--- src/hw/rtl/voice_slot_allocator_assert.svh ---
// Assertion macros used by the voice slot allocator datapath.
`ifndef VOICE_SLOT_ALLOCATOR_ASSERT_SVH
`define VOICE_SLOT_ALLOCATOR_ASSERT_SVH
`ifndef ASSERT_OFF
// Check on every clock edge outside reset
`define VSA_ASSERT(lbl, prop, msg) \
  lbl: assert property (@(posedge clk) disable iff (!rst_n) prop) else $error(msg);
// Check on every clock edge, reset included
`define VSA_ASSERT_ALWAYS(lbl, prop, msg) \
  lbl: assert property (@(posedge clk) prop) else $error(msg);
`else
`define VSA_ASSERT(lbl, prop, msg)
`define VSA_ASSERT_ALWAYS(lbl, prop, msg)
`endif
`endif

--- src/hw/rtl/vsa_pkg.sv ---
// Types, codes and constants of the voice slot allocator.
package vsa_pkg;

  localparam int VOICE_SLOTS_DEF = 32;
  localparam int FUNC_W          = 3;
  localparam int STATUS_W        = 3;
  localparam int SLOT_W          = 6;
  localparam int GEN_W           = 16;
  localparam int AGE_W           = 32;

  localparam logic [AGE_W-1:0] AGE_LIMIT = 32'hFFFF_FFFF;

  // Request codes
  localparam logic [FUNC_W-1:0] FUNC_PLAY     = 3'd0;
  localparam logic [FUNC_W-1:0] FUNC_STOP     = 3'd1;
  localparam logic [FUNC_W-1:0] FUNC_FINISHED = 3'd2;
  localparam logic [FUNC_W-1:0] FUNC_STOP_ALL = 3'd3;
  localparam logic [FUNC_W-1:0] FUNC_QUERY    = 3'd4;

  // Result status codes
  localparam logic [STATUS_W-1:0] ST_OK       = 3'd0;
  localparam logic [STATUS_W-1:0] ST_DISABLED = 3'd1;
  localparam logic [STATUS_W-1:0] ST_NO_CLIP  = 3'd2;
  localparam logic [STATUS_W-1:0] ST_ALL_LOOP = 3'd3;
  localparam logic [STATUS_W-1:0] ST_STALE    = 3'd4;

  typedef struct packed {
    logic [FUNC_W-1:0] func;
    logic              loop_flag;
    logic              clip_present;
    logic [SLOT_W-1:0] slot_index;
    logic [GEN_W-1:0]  handle_generation;
  } in_beat_t;

  typedef struct packed {
    logic [STATUS_W-1:0] status;
    logic [SLOT_W-1:0]   granted_slot;
    logic [GEN_W-1:0]    granted_generation;
    logic                stole_voice;
  } out_beat_t;

  // Controller to datapath
  typedef struct packed {
    logic capture;
    logic rd_req;
    logic scan_step;
    logic sweep_step;
    logic rd_pick;
    logic pick_commit;
    logic handle_commit;
    logic res_imm;
    logic res_fail;
    logic res_ok;
    logic emit;
  } cmd_t;

  // Datapath to controller
  typedef struct packed {
    logic play_go;
    logic stop_all;
    logic handle_ok;
    logic scan_done;
    logic pick_found;
    logic out_free;
  } sts_t;

endpackage

--- src/hw/rtl/vsa_ram.sv ---
// Generic single-write, single-read RAM with registered read data.
module vsa_ram #(
  parameter int WIDTH = vsa_pkg::GEN_W,
  parameter int DEPTH = vsa_pkg::VOICE_SLOTS_DEF
) (
  input  logic                     clk,
  input  logic                     we,
  input  logic [$clog2(DEPTH)-1:0] waddr,
  input  logic [WIDTH-1:0]         wdata,
  input  logic                     re,
  input  logic [$clog2(DEPTH)-1:0] raddr,
  output logic [WIDTH-1:0]         rdata
);

  logic [WIDTH-1:0] mem [DEPTH];

  // Write port and registered read port
  always_ff @(posedge clk) begin
    if (we) begin
      mem[waddr] <= wdata;
    end
    if (re) begin
      rdata <= mem[raddr];
    end
  end

endmodule

--- src/hw/rtl/vsa_ctrl.sv ---
// Sequencer of the voice slot allocator: one request at a time.
module vsa_ctrl (
  input  logic         clk,
  input  logic         rst_n,
  input  logic         in_valid,
  output logic         in_stall,
  input  vsa_pkg::sts_t sts,
  output vsa_pkg::cmd_t cmd
);

  localparam logic [2:0] S_IDLE   = 3'd0;
  localparam logic [2:0] S_DECODE = 3'd1;
  localparam logic [2:0] S_SCAN   = 3'd2;
  localparam logic [2:0] S_PRD    = 3'd3;
  localparam logic [2:0] S_PWR    = 3'd4;
  localparam logic [2:0] S_HCHK   = 3'd5;
  localparam logic [2:0] S_SWEEP  = 3'd6;
  localparam logic [2:0] S_DONE   = 3'd7;

  logic [2:0] state_r;
  logic [2:0] state_nxt;

  assign in_stall = (state_r != S_IDLE);

  // Decode state into datapath commands and next state
  always_comb begin
    cmd       = '0;
    state_nxt = state_r;
    unique case (state_r)
      S_IDLE: begin
        if (in_valid) begin
          cmd.capture = 1'b1;
          state_nxt   = S_DECODE;
        end
      end
      S_DECODE: begin
        cmd.rd_req = 1'b1;
        if (sts.play_go) begin
          state_nxt = S_SCAN;
        end else if (sts.stop_all) begin
          state_nxt = S_SWEEP;
        end else if (sts.handle_ok) begin
          state_nxt = S_HCHK;
        end else begin
          cmd.res_imm = 1'b1;
          state_nxt   = S_DONE;
        end
      end
      S_SCAN: begin
        cmd.scan_step = 1'b1;
        if (sts.scan_done) begin
          state_nxt = S_PRD;
        end
      end
      S_PRD: begin
        if (sts.pick_found) begin
          cmd.rd_pick = 1'b1;
          state_nxt   = S_PWR;
        end else begin
          cmd.res_fail = 1'b1;
          state_nxt    = S_DONE;
        end
      end
      S_PWR: begin
        cmd.pick_commit = 1'b1;
        state_nxt       = S_DONE;
      end
      S_HCHK: begin
        cmd.handle_commit = 1'b1;
        state_nxt         = S_DONE;
      end
      S_SWEEP: begin
        cmd.sweep_step = 1'b1;
        if (sts.scan_done) begin
          cmd.res_ok = 1'b1;
          state_nxt  = S_DONE;
        end
      end
      S_DONE: begin
        if (sts.out_free) begin
          cmd.emit  = 1'b1;
          state_nxt = S_IDLE;
        end
      end
      default: begin
        state_nxt = S_IDLE;
      end
    endcase
  end

  // Advance state
  always_ff @(posedge clk) begin
    if (!rst_n) begin
      state_r <= S_IDLE;
    end else begin
      state_r <= state_nxt;
    end
  end

endmodule

--- src/hw/rtl/vsa_dp.sv ---
// Datapath of the voice slot allocator: slot flags, age and generation stores.
`include "voice_slot_allocator_assert.svh"
module vsa_dp #(
  parameter int VOICE_SLOTS = vsa_pkg::VOICE_SLOTS_DEF
) (
  input  logic                clk,
  input  logic                rst_n,
  input  logic                cfg_we,
  input  logic                cfg_wdata,
  input  vsa_pkg::in_beat_t   in_beat,
  input  logic                out_stall,
  output logic                out_valid,
  output vsa_pkg::out_beat_t  out_beat,
  input  vsa_pkg::cmd_t       cmd,
  output vsa_pkg::sts_t       sts
);

  localparam int IDX_W = $clog2(VOICE_SLOTS);
  localparam int CNT_W = $clog2(VOICE_SLOTS + 1);
  localparam logic [CNT_W-1:0] CNT_LIM = CNT_W'(VOICE_SLOTS);
  localparam logic [vsa_pkg::SLOT_W:0] SLOT_LIM = (vsa_pkg::SLOT_W + 1)'(VOICE_SLOTS);

  logic                       enabled_r;
  vsa_pkg::in_beat_t          req_r;
  logic [VOICE_SLOTS-1:0]     active_r;
  logic [VOICE_SLOTS-1:0]     loops_r;
  logic [VOICE_SLOTS-1:0]     gen_vld_r;
  logic [vsa_pkg::AGE_W-1:0]  play_cnt_r;
  logic [vsa_pkg::AGE_W-1:0]  play_cnt_nxt;
  logic [CNT_W-1:0]           scan_r;
  logic                       scan_vld_r;
  logic [IDX_W-1:0]           idx_r;
  logic                       free_found_r;
  logic [IDX_W-1:0]           free_idx_r;
  logic                       best_found_r;
  logic [IDX_W-1:0]           best_idx_r;
  logic [vsa_pkg::AGE_W-1:0]  best_age_r;
  vsa_pkg::out_beat_t         res_r;
  vsa_pkg::out_beat_t         out_r;
  logic                       out_valid_r;

  logic [IDX_W-1:0]           req_slot;
  logic                       slot_in_range;
  logic                       scan_more;
  logic [IDX_W-1:0]           pick_idx;
  logic [IDX_W-1:0]           rd_addr;
  logic                       rd_en;
  logic [vsa_pkg::GEN_W-1:0]  gen_q;
  logic [vsa_pkg::AGE_W-1:0]  age_q;
  logic [vsa_pkg::GEN_W-1:0]  gen_eff;
  logic [vsa_pkg::GEN_W-1:0]  gen_inc;
  logic                       gen_match;
  logic                       scan_eval;
  logic                       sweep_free;
  logic                       handle_free;
  logic                       stole;
  logic                       gen_we;
  logic [vsa_pkg::GEN_W-1:0]  gen_wdata;
  logic                       is_stop;
  logic                       is_query;
  logic                       is_fin;

  // Request decode
  assign req_slot      = req_r.slot_index[IDX_W-1:0];
  assign slot_in_range = ({1'b0, req_r.slot_index} < SLOT_LIM);
  assign is_stop       = (req_r.func == vsa_pkg::FUNC_STOP);
  assign is_query      = (req_r.func == vsa_pkg::FUNC_QUERY);
  assign is_fin        = (req_r.func == vsa_pkg::FUNC_FINISHED);

  assign sts.play_go    = (req_r.func == vsa_pkg::FUNC_PLAY) && enabled_r && req_r.clip_present;
  assign sts.stop_all   = (req_r.func == vsa_pkg::FUNC_STOP_ALL);
  assign sts.handle_ok  = (is_stop || is_query || is_fin) && slot_in_range && active_r[req_slot];
  assign sts.scan_done  = (scan_r == CNT_LIM) && !scan_vld_r;
  assign sts.pick_found = free_found_r || best_found_r;
  assign sts.out_free   = !out_valid_r || !out_stall;

  // Store read address: scan counter, chosen slot or handle slot
  assign scan_more = (scan_r < CNT_LIM);
  assign pick_idx  = free_found_r ? free_idx_r : best_idx_r;
  always_comb begin
    if (cmd.scan_step || cmd.sweep_step) begin
      rd_addr = scan_r[IDX_W-1:0];
    end else if (cmd.rd_pick) begin
      rd_addr = pick_idx;
    end else begin
      rd_addr = req_slot;
    end
  end
  assign rd_en = cmd.rd_req || cmd.rd_pick || ((cmd.scan_step || cmd.sweep_step) && scan_more);

  // Generation of the slot just read; never-written slots read as zero
  assign gen_eff   = gen_vld_r[idx_r] ? gen_q : '0;
  assign gen_inc   = gen_eff + 1'b1;
  assign gen_match = (gen_eff == req_r.handle_generation);

  assign scan_eval   = cmd.scan_step && scan_vld_r;
  assign sweep_free  = cmd.sweep_step && scan_vld_r && active_r[idx_r];
  assign handle_free = cmd.handle_commit &&
                       ((is_stop && gen_match) || (is_fin && !loops_r[idx_r]));
  assign stole        = !free_found_r;
  assign play_cnt_nxt = play_cnt_r + 1'b1;

  // Generation store write
  always_comb begin
    gen_we    = 1'b0;
    gen_wdata = gen_inc;
    if (cmd.pick_commit) begin
      gen_we    = 1'b1;
      gen_wdata = stole ? gen_inc : gen_eff;
    end else if (handle_free || sweep_free) begin
      gen_we = 1'b1;
    end
  end

  vsa_ram #(
    .WIDTH (vsa_pkg::GEN_W),
    .DEPTH (VOICE_SLOTS)
  ) u_gen_ram (
    .clk   (clk),
    .we    (gen_we),
    .waddr (idx_r),
    .wdata (gen_wdata),
    .re    (rd_en),
    .raddr (rd_addr),
    .rdata (gen_q)
  );

  vsa_ram #(
    .WIDTH (vsa_pkg::AGE_W),
    .DEPTH (VOICE_SLOTS)
  ) u_age_ram (
    .clk   (clk),
    .we    (cmd.pick_commit),
    .waddr (idx_r),
    .wdata (play_cnt_nxt),
    .re    (rd_en),
    .raddr (rd_addr),
    .rdata (age_q)
  );

  // Config, slot flags, play counter and scan control
  always_ff @(posedge clk) begin
    if (!rst_n) begin
      enabled_r  <= 1'b0;
      active_r   <= '0;
      loops_r    <= '0;
      gen_vld_r  <= '0;
      play_cnt_r <= '0;
      scan_r     <= '0;
      scan_vld_r <= 1'b0;
    end else begin
      if (cfg_we) begin
        enabled_r <= cfg_wdata;
      end
      if (cmd.capture) begin
        scan_r     <= '0;
        scan_vld_r <= 1'b0;
      end else if (cmd.scan_step || cmd.sweep_step) begin
        scan_vld_r <= scan_more;
        if (scan_more) begin
          scan_r <= scan_r + 1'b1;
        end
      end
      if (cmd.pick_commit) begin
        active_r[idx_r]  <= 1'b1;
        loops_r[idx_r]   <= req_r.loop_flag;
        gen_vld_r[idx_r] <= 1'b1;
        play_cnt_r       <= play_cnt_nxt;
      end else if (handle_free || sweep_free) begin
        active_r[idx_r]  <= 1'b0;
        loops_r[idx_r]   <= 1'b0;
        gen_vld_r[idx_r] <= 1'b1;
      end
    end
  end

  // Hold the request, track the read slot and the free and oldest candidates
  always_ff @(posedge clk) begin
    if (cmd.capture) begin
      req_r        <= in_beat;
      free_found_r <= 1'b0;
      best_found_r <= 1'b0;
      best_age_r   <= vsa_pkg::AGE_LIMIT;
    end else if (scan_eval) begin
      if (!active_r[idx_r] && !free_found_r) begin
        free_found_r <= 1'b1;
        free_idx_r   <= idx_r;
      end
      if (active_r[idx_r] && !loops_r[idx_r] && (age_q < best_age_r)) begin
        best_found_r <= 1'b1;
        best_idx_r   <= idx_r;
        best_age_r   <= age_q;
      end
    end
    if (rd_en) begin
      idx_r <= rd_addr;
    end
  end

  // Build the result beat
  always_ff @(posedge clk) begin
    if (cmd.res_imm) begin
      res_r <= '0;
      if (req_r.func == vsa_pkg::FUNC_PLAY) begin
        res_r.status <= enabled_r ? vsa_pkg::ST_NO_CLIP : vsa_pkg::ST_DISABLED;
      end else if (is_stop || is_query) begin
        res_r.status <= vsa_pkg::ST_STALE;
      end
    end else if (cmd.res_fail) begin
      res_r        <= '0;
      res_r.status <= vsa_pkg::ST_ALL_LOOP;
    end else if (cmd.res_ok) begin
      res_r <= '0;
    end else if (cmd.handle_commit) begin
      res_r <= '0;
      if ((is_stop || is_query) && !gen_match) begin
        res_r.status <= vsa_pkg::ST_STALE;
      end
    end else if (cmd.pick_commit) begin
      res_r.status             <= vsa_pkg::ST_OK;
      res_r.granted_slot       <= vsa_pkg::SLOT_W'(idx_r);
      res_r.granted_generation <= gen_wdata;
      res_r.stole_voice        <= stole;
    end
  end

  // Output register: load on emit, drop once taken
  always_ff @(posedge clk) begin
    if (!rst_n) begin
      out_valid_r <= 1'b0;
    end else if (cmd.emit) begin
      out_valid_r <= 1'b1;
    end else if (!out_stall) begin
      out_valid_r <= 1'b0;
    end
  end

  always_ff @(posedge clk) begin
    if (cmd.emit) begin
      out_r <= res_r;
    end
  end

  assign out_valid = out_valid_r;
  assign out_beat  = out_r;

  `VSA_ASSERT(a_emit_into_free, cmd.emit |-> (!out_valid_r || !out_stall), "emit over held beat")
  `VSA_ASSERT(a_scan_bound, scan_r <= CNT_LIM, "scan counter past slot count")
  `VSA_ASSERT(a_pick_sets_active, cmd.pick_commit |=> active_r[$past(idx_r)], "granted slot not active")
  `VSA_ASSERT(a_stop_all_clears, cmd.res_ok |-> (active_r == '0), "voice left active after stop all")
  `VSA_ASSERT_ALWAYS(a_reset_drops_out, !rst_n |=> !out_valid_r, "output valid after reset")

endmodule

--- src/hw/rtl/voice_slot_allocator.sv ---
// Play: scans the age and generation of every slot, then writes the chosen slot (no write if all voices loop).
// Stop all: a generation store read-modify-write sweep over every slot.
// Stop, query and finished on an active slot add one generation store read; others answer from decode.
// One request in flight; the next is accepted the cycle after its result enters the output
// register, and an output stall holds off that result and so the next request.
// Synchronous active-low reset clears all flags, generations, play counter and enable.
module voice_slot_allocator #(
  parameter int VOICE_SLOTS = vsa_pkg::VOICE_SLOTS_DEF
) (
  input  logic               clk,
  input  logic               rst_n,
  input  logic               cfg_we,
  input  logic               cfg_wdata,
  input  logic               in_valid,
  output logic               in_stall,
  input  vsa_pkg::in_beat_t  in_beat,
  output logic               out_valid,
  input  logic               out_stall,
  output vsa_pkg::out_beat_t out_beat
);

  vsa_pkg::cmd_t cmd;
  vsa_pkg::sts_t sts;

  vsa_ctrl u_ctrl (
    .clk      (clk),
    .rst_n    (rst_n),
    .in_valid (in_valid),
    .in_stall (in_stall),
    .sts      (sts),
    .cmd      (cmd)
  );

  vsa_dp #(
    .VOICE_SLOTS (VOICE_SLOTS)
  ) u_dp (
    .clk       (clk),
    .rst_n     (rst_n),
    .cfg_we    (cfg_we),
    .cfg_wdata (cfg_wdata),
    .in_beat   (in_beat),
    .out_stall (out_stall),
    .out_valid (out_valid),
    .out_beat  (out_beat),
    .cmd       (cmd),
    .sts       (sts)
  );

endmodule
--- config.mk ---
export PLATFORM = sky130hd
export DESIGN_NAME = voice_slot_allocator
export DESIGN_NICKNAME = d
export VERILOG_FILES = /design/src/hw/rtl/vsa_pkg.sv /design/src/hw/rtl/vsa_ram.sv /design/src/hw/rtl/vsa_ctrl.sv /design/src/hw/rtl/vsa_dp.sv /design/src/hw/rtl/voice_slot_allocator.sv
export VERILOG_INCLUDE_DIRS = /design/src /design/src/hw/rtl
export SDC_FILE = /design/constraint.sdc
export NUM_CORES = 2
export LEC_CHECK = 0
export ABC_AREA = 1
export BUFFER_PORTS_ARGS = -buffer_cell sky130_fd_sc_hd__buf_2
export CORE_ASPECT_RATIO = 0.75
export CORE_UTILIZATION = 35
export DETAILED_ROUTE_END_ITERATION = 10
export GPL_ROUTABILITY_DRIVEN = 0
export PLACE_DENSITY = 0.47
export RECOVER_POWER = 50
export SETUP_SLACK_MARGIN = 0.4
export SYNTH_ARGS = -nofsm -noshare
export SYNTH_HDL_FRONTEND = slang
export SYNTH_HIERARCHICAL = 1
export SYNTH_SLANG_ARGS = --single-unit
--- constraint.sdc ---
create_clock -name clk -period 4.5 [get_ports clk]
set_input_delay 0.45 -clock clk [delete_from_list [all_inputs] [get_ports clk]]
set_output_delay 0.45 -clock clk [all_outputs]
set_load 0.1 [all_outputs]
==> results.ini <==
[outcome]
run_status = complete, but fails checks
violated_checks = DRC, capacitance limit, slew limit

[layout]
postLayoutCellArea_um2 = 88700
layout_commonest_cell = nand2_1
drive_above_1_share_pct = 8.53
fill_cells = 21300
area.growth.synth_to_final_pct = 14.1
fin_nets = 7418
final_cell_mix = nand2_1 (2583), edfxtp_1 (1654), nand3_1 (1295)
utilization_pct = 40.3

[route]
first_pass_iters = 10
detail_route.wirelength_mm = 245
drt-wirelength-per-cell_um = 23.4
avgViaCountPerCell = 5.15
ant_nets = 0
detail_route.drc_violations = 2
detailroute.via_count = 53800
drt_iter0_drc = 5751

[clock_tree]
cts_max_path_buffers = 3
tritoncts = done
tritoncts.num_buffers = 187
clockRootBuffer = clkbuf_16
cts.htree.levels = 4
worst_skew_pair.late_latency_ns = 0.82
clk_pin_slew_worst_paths_ns = 0.07
tritoncts_num_sinks = 1850

[synthesis]
synthArstFlopShare_pct = 0
yosys.cell_types.count = 52
synth_edf_count = 1654
synth_cell_area_um2 = 77800
ys_seq_elements = 1850
synth.yosys.warnings = 6
synth_largest_area_cell = edfxtp_1
syn-mean-instance-area_um2 = 10.8
ys_seq_area_share_pct = 68.9
top_flip_flop_cell_by_instance_count_after_synthesis = edfxtp_1
mappedNetlistNets = 7263
synth_largest_type_area_fraction_pct = 63.8
post_synth_inst_count = 7195
synthTopCellsByArea = edfxtp_1 (64%), nand2_1 (12%), nand3_1 (8.3%)

[floorplan]
io_pins = 61
core_um2 = 220000
row_count = 149
die-area_um2 = 224000
die-height_um = 410
floorplan.initialDensity_pct = 35.3
die_width_um = 546

[timing]
fin_setup_tns_ns = 0
final-max-slew-violation-count = 584
grt_setup_unrepaired = false
post-route-worst-setup-slack_ns = 0.388
finalWorstPathRequiredPeriod_ns = 4.11
hold_violations = 0
worst_pin_slew_ns = 3.07
clock_skew_ns = 0.0313
ratio_of_final_minimum_period_to_clock_period_pct = 91.4
fmax_mhz = 243
max_slew_margin_pct = -105
report.final.setup_viol = 0

[critical_path]
worst_setup_path_end_kind = register
critPathMostFrequentCell = buf_4
crit_path_max_incr_delay_ns = 0.71
timing.rr.start = u_dp/idx_r[1]
critical_path_buf_inv_count = 6
critical_path_arrival_ns = 4.65
worst-setup-path-type = reg -> reg
critPathTopFamily = buffers and inverters
critical_path.max_fanout = 16
timing.critical_path.from_type = register
critical-path-slowest-cell = nor2_1
path_cells = buf_4 -> nor2_1 -> inv_1 -> buf_4 -> o22ai_1 -> o21ai_0 -> nand4_1 -> nor2_1 -> buf_4 -> nand2_1 -> nand2_1 -> nand2_2 -> nand3_2 -> nand3_1 -> buf_4 -> nor2_1 -> buf_4
critPathLaunch = u_dp/idx_r[1]
worst-path-stages = 17
critical_path_required_ns = 5.04
worstRegToRegCells = 17

[placed_design]
placedInstanceArea_um2 = 82500
post-place-ws_ns = 0.126
detailedPlacementHpwl_mm = 141
io_buffer_count = 59

[grt]
grt_use_total_pct = 21.3
grt_remaining_overflow = 0
grt_max_degree = 132
grt_antenna_before_repair = 15
grt_pass1_wl_mm = 352
grt_pass1_vias = 50100

[hold_path]
hp-class = in -> reg
worst_hold_startpoint = out_stall
min_delay_path_depth = 3

[job]
max_cap_violations = 21

[power_and_ir_drop]
worst_ir_drop_vdd_v = 0.000646
p_leak_uw = 0.0333
power.density_cell_area_nw_per_um2 = 699

[power by group]
| part | switching [uW] | leakage, uW | internal (uW) | total (uW) |
|---|---|---|---|---|
| registers | 526 | 0.0164 | 20800 | 21300 |
| clock network | 6840 | 0.00301 | 9080 | 15900 |
| logic | 18400 | 0.0139 | 6400 | 24800 |
| total | 25800 | 0.0333 | 36300 | 62100 |
[synth_stat cells, types with 2 or more instances]
library cell / number
nand3_1: 1296
o21ai_1: 6
inv_2: 12
nand2_1: 2583
nor2_1: 274
nand3b_1: 16
nand2_2: 4
xor2_1: 36
o22ai_1: 20
buf_2: 132
a21oi_1: 149
nand4_1: 43
or2_2: 3
nor2_2: 4
inv_1: 259
dfxtp_1: 196
buf_4: 59
nand2_4: 2
o21a_1: 2
clkbuf_1: 92
nor3_1: 28
a22o_1: 8
o221ai_1: 4
nor3b_1: 2
nand3_2: 2
ha_1: 35
nor4_1: 7
xnor2_1: 5
buf_1: 28
a21o_1: 2
nor3_2: 3
edfxtp_1: 1654
buf_6: 90
buf_8: 4
o21ai_0: 95
a22oi_1: 21
clkinv_1: 4
[area by class of cell]
cell class,count,area [um^2],area share (%)
well taps,2944,3680,4.15
repair inverters,1,5.00,0.00564
clock buffers,253,5190,5.85
clock inverters,89,986,1.11
repair buffers,369,3210,3.62
inverters,277,1090,1.23
diodes,5,12.5,0.0141
flip-flops and latches,1850,53600,60.4
multi-input cells,4664,21000,23.6
[worst register-to-register path: stages (launching register included)]
cell and delay (ns):
edfxtp_1 0.40, buf_4 0.23, nor2_1 0.71, inv_1 0.40, buf_4 0.27, o22ai_1 0.20
o21ai_0 0.15, nand4_1 0.16, nor2_1 0.07, buf_4 0.15, nand2_1 0.05, nand2_1 0.06
nand2_2 0.09, nand3_2 0.16, nand3_1 0.15, buf_4 0.27, nor2_1 0.08, buf_4 0.22
[cells by family (layout without fill, tap and decap cells)]
family                     count (synthesis)  in the layout  synth area share, %
AOI/OAI and AO/OA                        315            315                 2.23
xor gates and xnor gates                  41             42                0.462
adders and majority gates                 35             35                0.563
buffers and inverters                    683            989                 4.76
DFF                                     1850           1850                 68.9
other                                      1              6              0.00482
and+or+nand+nor                         4270           4271                 23.1
[through the flow]
step	hold WS (ns)	power, uW	std cells
CTS	0.0826	62200	10400
detailed placement	0.418	46200	10100
global route	0.147	65500	10400
finish	0.156	62100	10500
global placement	0.409	46200	10100
floorplan	0.400	37500	7195
[worst paths after layout]
| kind | slack (ns) | to |
|---|---|---|
| worst max-delay path | 0.39 | u_dp/u_gen_ram/mem[21][0] |
| worst min-delay path | 0.16 | u_dp/out_valid |
| worst max register to register | 0.39 | u_dp/u_gen_ram/mem[21][0] |
| worst min register to register | 0.43 | u_dp/out_beat[13] |
[repair_timing]
| action | 4_1_cts | 5_1_grt |
|---|---|---|
| endpoints found under the setup margin | 46 | 744 |
| endpoints found under the hold margin | 28 | 0 |
| hold buffers | 29 | 0 |
| pin swaps | 0 | 5 |
| resized for setup | 2 | 23 |
| buffers inserted | 0 | 7 |
| cloned | 0 | 5 |
[registers in the layout (all words and copies together), names as in the netlist, 3 cells and up, named ones only]
signal                flops
u_dp/u_age_ram/mem     1024
u_dp/u_gen_ram/mem      512
u_dp/best_age_r          32
u_dp/gen_vld_r           32
u_dp/loops_r             32
u_dp/play_cnt_r          32
u_dp/u_age_ram/rdata     32
u_dp/req_r               27
u_dp/out_beat            25
u_dp/res_r               25
u_dp/u_gen_ram/rdata     16
u_dp/scan_r               6
u_dp/best_idx_r           5
u_dp/free_idx_r           5
u_dp/idx_r                5
u_ctrl/state_r            3
[routing by layer]
layer  part of all wire [%]  wire [um]  vias up  GRT usage [%]
met4                    1.6       4000        6           4.03
met2                     42     103000     1805           30.9
met1                     49     119000    26700           32.8
met5                  0.016         38        -              0
li1                       -          -    25000              -
met3                    7.6      18700      274           4.33
Power figures use the tool's default switching activity.
